==> src/rtl/core/complex_arithmetic_unit_defines.svh <==
// Assertion macros shared by the complex arithmetic unit RTL.
// Expects clk_i and rst_ni in the scope of every use.
`ifndef COMPLEX_ARITHMETIC_UNIT_DEFINES_SVH
`define COMPLEX_ARITHMETIC_UNIT_DEFINES_SVH

// Checks a property on every rising clock edge outside reset.
`define CAU_ASSERT(name, prop, msg) \
  name: assert property (@(posedge clk_i) disable iff (!rst_ni) prop) else $error(msg);

// Checks that a condition never holds outside reset.
`define CAU_NEVER(name, cond, msg) \
  `CAU_ASSERT(name, !(cond), msg)

`endif

==> src/rtl/core/cau_div_cell.sv <==
// One cell of the restoring divider row: develops one quotient bit per cycle.
// Depends on nothing outside this file.
`timescale 1ns / 1ps

module cau_div_cell #(
  parameter int PW = 32,
  parameter int QB = 17
) (
  input  logic          clk_i,
  input  logic [PW-1:0] den_i,
  input  logic [PW-1:0] rem_i,
  input  logic [QB-1:0] dlo_i,
  input  logic [QB-1:0] q_i,
  output logic [PW-1:0] den_o,
  output logic [PW-1:0] rem_o,
  output logic [QB-1:0] dlo_o,
  output logic [QB-1:0] q_o
);

  logic [PW:0]   shifted;
  logic [PW:0]   diff;
  logic          ge;
  logic [PW-1:0] rem_d;
  logic [QB-1:0] dlo_d;
  logic [QB-1:0] q_d;

  // Bring down the next dividend bit and try to subtract the divisor.
  assign shifted = {rem_i, dlo_i[QB-1]};
  assign ge      = shifted >= {1'b0, den_i};
  assign diff    = shifted - {1'b0, den_i};
  assign rem_d   = ge ? diff[PW-1:0] : shifted[PW-1:0];
  assign dlo_d   = dlo_i << 1;
  assign q_d     = {q_i[QB-2:0], ge};

  always_ff @(posedge clk_i) begin
    den_o <= den_i;
    rem_o <= rem_d;
    dlo_o <= dlo_d;
    q_o   <= q_d;
  end

endmodule
==> config.mk <==
export PLATFORM = sky130hd
export DESIGN_NAME = cau_div_cell
export DESIGN_NICKNAME = d
export VERILOG_FILES = /design/src/rtl/core/complex_arithmetic_unit_defines.svh /design/src/rtl/core/cau_div_cell.sv
export SDC_FILE = /design/constraint.sdc
export NUM_CORES = 1
export LEC_CHECK = 0
export ABC_AREA = 1
export BUFFER_PORTS_ARGS = -buffer_cell sky130_fd_sc_hd__buf_2
export CELL_PAD_IN_SITES_DETAIL_PLACEMENT = 1
export CELL_PAD_IN_SITES_GLOBAL_PLACEMENT = 1
export CORE_MARGIN = 2
export CORE_UTILIZATION = 25
export CTS_BUF_LIST = sky130_fd_sc_hd__clkbuf_8
export DETAILED_ROUTE_END_ITERATION = 7
export GPL_TIMING_DRIVEN = 1
export MAX_ROUTING_LAYER = met4
export PLACE_DENSITY = 0.65
export SYNTH_ARGS = -nofsm -noshare
export SYNTH_HDL_FRONTEND = slang
export SYNTH_SLANG_ARGS = --single-unit
==> constraint.sdc <==
create_clock -name clk_i -period 2 [get_ports clk_i]
set_clock_uncertainty 0.1 [all_clocks]
set_input_delay 0.3 -clock clk_i [delete_from_list [all_inputs] [get_ports clk_i]]
set_output_delay 0.3 -clock clk_i [all_outputs]
set_load 0.05 [all_outputs]
==> Word-level counts from Yosys, hierarchy flattened <==
Index checks and enable logic that the tools add are counted.
{ "word_totals": {"regBits": 97, "latchBits": 0, "ramBits": 0, "romBits": 0, "inputBits": 99, "out_inout_bits": 98, "wordCells": 7, "memories": 0} }
{ "op_classes": {"addsub": 1, "multipliers": 0, "div_mod_pow": 0, "n_lt_le_gt_ge": 1, "n_eq_ne": 0, "shift": 0, "n_mux": 1, "n_bitwise": 0, "n_reduce_logical": 0} }
{ "ops": {"columns": ["operator", "count"], "rows": [
  ["greater-or-equal comparator 33 x 32 -> 1 bit", 1],
  ["two-way mux 32 bit", 1],
  ["subtractor 32 bit", 1]
]} }

==> Logic depth before layout (Yosys ltp) <==
Gate-level depths: netlist (run 1).
{ "depth": {"ltp_word": 2, "ltp_mapped": 16, "ltp_nobuf": 14} }

==> Worst setup path after synthesis (run 1) <==
No wires, ideal clock.
{ "synth_timing": {"path_type": "input port to flip-flop", "from": "in dlo_i[16]", "to": "reg rem_o[16]", "setup_ps": 112, "t_arrival_ps": 1643, "t_required_ps": 1788, "setup_slack_ps": 145, "path_stages": 13, "path_buffers": 0, "path_cell_list": "inv_1 -> ha_1 -> fa_1 -> inv_1 -> nand3_1 -> nand3_1 -> nand2_1 -> nand3_1 -> nand3_1 -> nand2_1 -> nand2_1 -> nand3_2 -> nand2_1"} }
{ "synth_between": {"elab_chain_len": 2, "elab_cells_between_ends": 3, "classes_between": "add/sub: 1; order compare: 1; mux: 1"} }
{ "synth_lines": {"columns": ["item", "line", "text"], "rows": [
  ["start: declaration", "cau_div_cell.sv:12", "input logic [QB-1:0] dlo_i,"],
  ["subtractor 32 bit or greater-or-equal comparator 33 x 32 -> 1 bit (tied branches)", "cau_div_cell.sv:30, cau_div_cell.sv:29", null],
  ["two-way mux 32 bit *", "cau_div_cell.sv:31", "assign rem_d = ge ? diff[PW-1:0] : shifted[PW-1:0];"],
  ["via rem_d[16]", "cau_div_cell.sv:23", "logic [PW-1:0] rem_d;"],
  ["end signal: assignment", "cau_div_cell.sv:37", "rem_o <= rem_d;"],
  ["end: declaration", "cau_div_cell.sv:15", "output logic [PW-1:0] rem_o,"]
]} }
The timed path passes the listed nets; every way through them passes the cells marked *.

==> Final worst setup path (run 1) <==
{ "layout_timing": {"from": "in den_i[0]", "to": "reg rem_o[28]"} }
{ "layout_between": {"elab_chain_len": 2, "elab_cells_between_ends": 3, "classes_between": "add/sub: 1; order compare: 1; mux: 1"} }
{ "layout_lines": {"columns": ["item", "line", "text"], "rows": [
  ["start: declaration", "cau_div_cell.sv:10", "input logic [PW-1:0] den_i,"],
  ["subtractor 32 bit or greater-or-equal comparator 33 x 32 -> 1 bit (tied branches)", "cau_div_cell.sv:30, cau_div_cell.sv:29", null],
  ["two-way mux 32 bit *", "cau_div_cell.sv:31", null],
  ["via rem_d[28]", "cau_div_cell.sv:23", null]
]} }
Marks and branches as above.

==> out/qor.yml, run 1 <==
synthesis:
  ys_warn_count: 0
  syn_inst: 751
  synth_area_per_cell_sq_um: 6.854
  synthesis.nets: 883
  yosysSeqAreaShare_pct: 37.72
  synthDistinctLibCells: 31
  syn_area_sq_um: 5147
  yosys_register_bits: 97
clock_network:
  clockBufferDepth: 2
  clock_sinks: 97
  clk_pin_slew_ns: 0.11
  postCtsSetupRepairBufs: 0
  cts_inserted_buffers: 9
  htree_num_levels: 3
  tritoncts: "done"
  root_buffer: "clkbuf_8"
timing:
  timing.fmax_mhz: 544.4
  setup_tns_ns: 0
  finalSetupViolations: 0
  period_share_pct: 91.85
  finalCriticalPeriod_ns: 1.837
  rsz0062_at_grt: "false"
  hold_viol_final: 0
  slew_viol_final: 0
die:
  rows: 52
  die_y_um: 147.5
  die_area_sq_um: 21750
  start_util_pct: 25.44
  dieWidth_um: 147.5
  io_pins: 197
  core-area_sq_um: 20230
critical_path:
  cp_slowest_stage_delay_ns: 0.42
  worstSetupEndpointType: "register"
  cp.arrival_ns: 2.04
  crit_required_ns: 2.20
  worstPathMaxFanout: 3
  crit_top_cell: "nand2_1"
  slowest_stage: "fa_1"
  cp_cell_sequence: "buf_2 -> ha_1 -> fa_1 -> inv_1 -> nand3_1 -> nand3_1 -> nand3_1 -> nand2_1 -> nand2_1 -> nand2_1 -> nand2_1 -> nand3_2 -> nand2_1"
  cp-start-kind: "primary input"
  path_class: "in2reg"
route:
  drc: 0
  routedWlPerCell_um: 12.87
  routed-via-count: 5563
  drt_iter0_markers: 128
  drt-total-wl_um: 17720
  dr.pass1.iters: 4
  post_drt_via_cell_ratio: 4.040
  antenna_left: 0
power_and_ir_drop:
  peakVddDrop_mv: 0.3435
  p_per_area_nw_per_um2: 745.5
  design_power_total_uw: 5951
  leakage_uw: 0.004594
cells_and_area:
  final_cell_mix: "nand2_1, buf_2, inv_1"
  fill_cells: 2623
  layout_commonest_cell: "nand2_1"
  area_growth_pct: 55.08
  drive_gt1_share_pct: 30.44
  multi_input_area_sq_um: 2554
  fin_util_pct: 39.45
  num_antenna_cells: 0
  ff_latch_area_sq_um: 1942
  final_nets: 1234
worst_hold_path:
  holdCritPathClass: "in2reg"
global_routing:
  grtUsageTotal_pct: 17.19
  grt-ovfl-total: 0
  antenna_found_initial: 0
  grt_max_degree: 20
  grt_pass1_wl_um: 28620
  grt_pass1_vias: 5889
placement:
  portBuffers: 194
  routabilityCongestion: 0.8746
  dp_hpwl_um: 14340
status:
  status: "complete, no violations"
job:
  cap_violations: 0
metal layers:
metal	routed length [um]	part of all wire [%]	GRT usage, %	vias up
li1	-	-	-	2956
met1	8385	47	21.45	2477
met2	8349	47	28.79	117
met3	787	4.4	3.457	13
met4	199	1.1	3.942	0
met5	0	0	-	-
synthesized netlist by cell type (all sizes together):
library cell / number / share of area (%)
nand2: 282 / 21
inv: 152 / 11
dfxtp: 97 / 38
nand3: 68 / 8.2
nor2: 40 / 3.3
ha: 32 / 7.8
a21oi: 21 / 2.0
xor2: 13 / 2.2
buf: 11 / 1.7
nand3b: 10 / 1.5
and2: 8 / 0.97
nor3: 8 / 0.97
nand4: 2 / 0.24
o21ai: 2 / 0.19
conb: 1 / 0.073
fa: 1 / 0.39
o21bai: 1 / 0.15
or2: 1 / 0.12
xnor2: 1 / 0.17
critical path: cells and delay by family:
family | cells | cell delay [ns]
buffers and inverters | 2 | 0.21
AND/OR/NAND/NOR | 9 | 0.91
adder cells (fa/ha/maj) | 2 | 0.64
flip-flops by register name, indices dropped and copies added, names as in the netlist:
signal,flops
q_o,17
den_o,32
rem_o,32
dlo_o,16
layout make-up:
type,count,area share (%)
Sequential cell,97,24.33
Clock buffer,9,1.552
Multi-Input combinational cell,491,31.99
Timing Repair Buffer,351,29.56
Tap cell,270,4.232
Clock inverter,7,1.191
Inverter,152,7.147
path summary, 6_finish.rpt:
| check | start | endpoint | cells after the start |
|---|---|---|---|
| setup / recovery | den_i[0] | rem_o[28]$_DFF_P_ | 13 |
| hold / removal | rem_i[1] | rem_o[2]$_DFF_P_ | 3 |
timing repair:
| action | CTS | global route |
|---|---|---|
| gates resized for setup | 0 | 2 |
| hold buffers | 64 | 0 |
| endpoints found under the hold margin | 64 | 0 |
| setup endpoints to repair | 0 | 3 |
through the flow:
stage	hold WS (ns)	instances	setup slack [ns]	instance area (sq um)
floorplan	0.2277	751	0.1448	5147
global placement	0.3022	1297	-0.2259	7116
finish	0.04180	1377	0.1630	7983
CTS	0.01793	1377	0.1614	7975
detailed placement	0.3044	1297	-0.2745	7116
global route	0.03507	1377	0.01375	7983
power breakdown:
part | internal [uW] | switching (uW) | leakage, uW
clock network | 618 | 823 | 0.000111
registers | 2130 | 44.1 | 0.000818
logic | 806 | 1530 | 0.00366
cell families after synthesis:
logic type                 count (synthesis)  share of synthesized area [%]
and+or+nand+nor                          419                          36.46
buffers and inverters                    163                          12.81
DFF                                       97                          37.72
adders and majority gates                 33                          8.167
AOI/OAI and AO/OA                         24                          2.382
xor gates and xnor gates                  14                          2.382
other                                      1                        0.07285
Power figures use the tool's default switching activity.
==> run 2, diff against run 1 <==
--- a/config.mk
+++ b/config.mk
@@ -8,4 +8,5 @@
 export ABC_AREA = 1
 export BUFFER_PORTS_ARGS = -buffer_cell sky130_fd_sc_hd__buf_2
+export CAP_MARGIN = 20
 export CELL_PAD_IN_SITES_DETAIL_PLACEMENT = 1
 export CELL_PAD_IN_SITES_GLOBAL_PLACEMENT = 1
==> constraint.sdc (replaced) <==
create_clock -name clk_i -period 2 [get_ports clk_i]
set_clock_uncertainty 0.1 [all_clocks]
set_input_delay 0 -clock clk_i [delete_from_list [all_inputs] [get_ports clk_i]]
set_output_delay 0 -clock clk_i [all_outputs]
set_load 0.05 [all_outputs]
==> out/qor.yml, run 2 (synthesized netlist as in run 1, its figures left out) <==
critical_path:
  worstSetupEndpointType: "register"
  crit_required_ns: 2.23  # +0.03 ns
  worstPathMaxFanout: 5  # +2
  crit_top_cell: "nand2_1"
  cp_cell_sequence: "dlygate4sd3_1 -> buf_2 -> inv_2 -> ha_4 -> nand2_2 -> nor2_2 -> nand2_1 -> nor2_4 -> nand2_1 -> nand3_2 -> nor2_4 -> buf_12 -> nand2_8 -> buf_4 -> nand3_2 -> nand2_1"
  slowest_stage: "dlygate4sd3_1"
  cp_slowest_stage_delay_ns: 0.54  # +0.12 ns
  cp.arrival_ns: 2.16  # +0.12 ns
  cp-start-kind: "primary input"
  path_class: "in2reg"
timing:
  finalSetupViolations: 0  # unchanged
  worst_hold_slack_ns: 0.02006  # -0.02174 ns
  setup_tns_ns: 0  # unchanged
  timing.fmax_mhz: 518.9  # -4.7%
  finalCriticalPeriod_ns: 1.927  # +0.09030 ns
  hold_viol_final: 0  # unchanged
  slew_viol_final: 0  # unchanged
  period_share_pct: 96.37  # +4.5 points
  rsz0062_at_grt: "true"
  setup_ws_ns: 0.07270  # -0.09030 ns
route:
  routedWlPerCell_um: 13.68  # +6.3%
  drt_iter0_markers: 130  # +1.6%
  dr.pass1.iters: 4  # unchanged
  post_drt_via_cell_ratio: 4.093  # +1.3%
  antenna_left: 0  # unchanged
  drt-total-wl_um: 18580  # +4.8%
  drc: 0  # unchanged
  routed-via-count: 5558  # -0.090%
global_routing:
  grt_pass1_wl_um: 28080  # -1.9%
  grt-ovfl-total: 0  # unchanged
  antenna_found_initial: 0  # unchanged
  grt_pass1_vias: 5647  # -4.1%
  grtUsageTotal_pct: 16.88  # -0.31 points
  grt_max_degree: 21  # +5.0%
cells_and_area:
  area_growth_pct: 61.55
  fill_cells: 2557  # -2.5%
  reg_top3: "den_o: 32 flops, rem_o: 32 flops, q_o: 17 flops"
  layout_commonest_cell: "nand2_1"
  final_cell_mix: "nand2_1, buf_2, inv_1"
  final_nets: 1215  # -1.5%
  drive_gt1_share_pct: 31.99  # +1.5 points
  multi_input_area_sq_um: 2923  # +14%
  num_antenna_cells: 0  # unchanged
  ff_latch_area_sq_um: 1942  # unchanged
die:
  rows: 52  # unchanged
  io_pins: 197  # unchanged
  die_area_sq_um: 21750  # unchanged
  core-area_sq_um: 20230  # unchanged
  die_y_um: 147.5  # unchanged
  start_util_pct: 25.44  # unchanged
  dieWidth_um: 147.5  # unchanged
placement:
  dp_slack_ns: 0.05134  # +0.3258 ns
  portBuffers: 194  # unchanged
  routabilityCongestion: 0.8402  # -3.9%
  dp_hpwl_um: 13930  # -2.8%
status:
  status: "complete, no violations"
clock_network:
  root_buffer: "clkbuf_8"
  clockBufferDepth: 2  # unchanged
  clock_sinks: 97  # unchanged
  cts_inserted_buffers: 9  # unchanged
  clk_pin_slew_ns: 0.11  # about the same
  htree_num_levels: 3  # unchanged
  tritoncts: "done"
worst_hold_path:
  hold_end: "rem_o[7]$_DFF_P_"
  holdCritPathClass: "in2reg"
  hold_depth: 5  # +2
  min_from: "rem_i[6]"
power_and_ir_drop:
  peakVddDrop_mv: 0.3409  # -0.75%
  leakage_uw: 0.004541  # -1.2%
  p_per_area_nw_per_um2: 713.4  # -4.3%
job:
  cap_violations: 0  # unchanged
[run 2: worst max path at each step]
stage | from | to | slack (ns) | depth (start not counted)
3_5_place_dp | den_i[0] | rem_o[28]$_DFF_P_ | 0.05 | 13
4_1_cts | rem_i[5] | rem_o[31]$_DFF_P_ | 0.0002 | 14
2_1_floorplan | dlo_i[16] | rem_o[16]$_DFF_P_ | 0.44 | 13
5_1_grt | den_i[11] | rem_o[31]$_DFF_P_ | -0.04 | 16
6_report | den_i[14] | rem_o[17]$_DFF_P_ | 0.07 | 16
3_3_place_gp | den_i[20] | rem_o[31]$_DFF_P_ | 0.07 | 14
[run 2: per-layer routing]
metal | wire length (um) | track usage [%] | up-vias
met4 | 209 | 3.894 | 0
li1 | - | - | 2915
met3 | 651 | 2.654 | 14
met5 | 0 | - | -
met2 | 8973 | 28.41 | 116
met1 | 8748 | 21.38 | 2513
[run 2: stage by stage]
stage	std cells	power [uW]	util (%)	area [sq um]
2_1_floorplan	751	3688	-	5147
3_3_place_gp	1235	4296	32.80	6638
3_5_place_dp	1235	4318	32.80	6638
4_1_cts	1346	5860	38.52	7794
5_1_grt	1358	6302	41.10	8315
6_report	1358	5933	41.10	8315
[run 2: critical path, delay by kind of cell]
family / cells / cell delay (ns)
buffers and inverters: 5 / 0.97
and+or+nand+nor: 10 / 0.90
adders and majority gates: 1 / 0.28
[run 2: timing repair]
action / 4_1_cts / 5_1_grt
setup buffers: 0 / 8
hold buffers: 95 / 4
resized for setup: 0 / 88
setup endpoints to repair: 0 / 32
endpoints found under the hold margin: 96 / 3
[run 2: cell type report]
| type | count | share of cell area (%) |
|---|---|---|
| clock buffers | 9 | 1.490 |
| well taps | 270 | 4.063 |
| multi-input cells | 492 | 35.15 |
| repair buffers | 331 | 28.11 |
| flip-flops and latches | 97 | 23.35 |
| inverters | 152 | 6.861 |
| clock inverters | 7 | 0.9780 |
[run 2: power breakdown]
group / internal (uW) / leakage [uW] / switching, uW / total [uW]
registers: 2130 / 0.000818 / 46.1 / 2180
logic: 821 / 0.00362 / 1590 / 2410
clock network: 504 / 0.000104 / 842 / 1350
total: 3460 / 0.00454 / 2480 / 5930
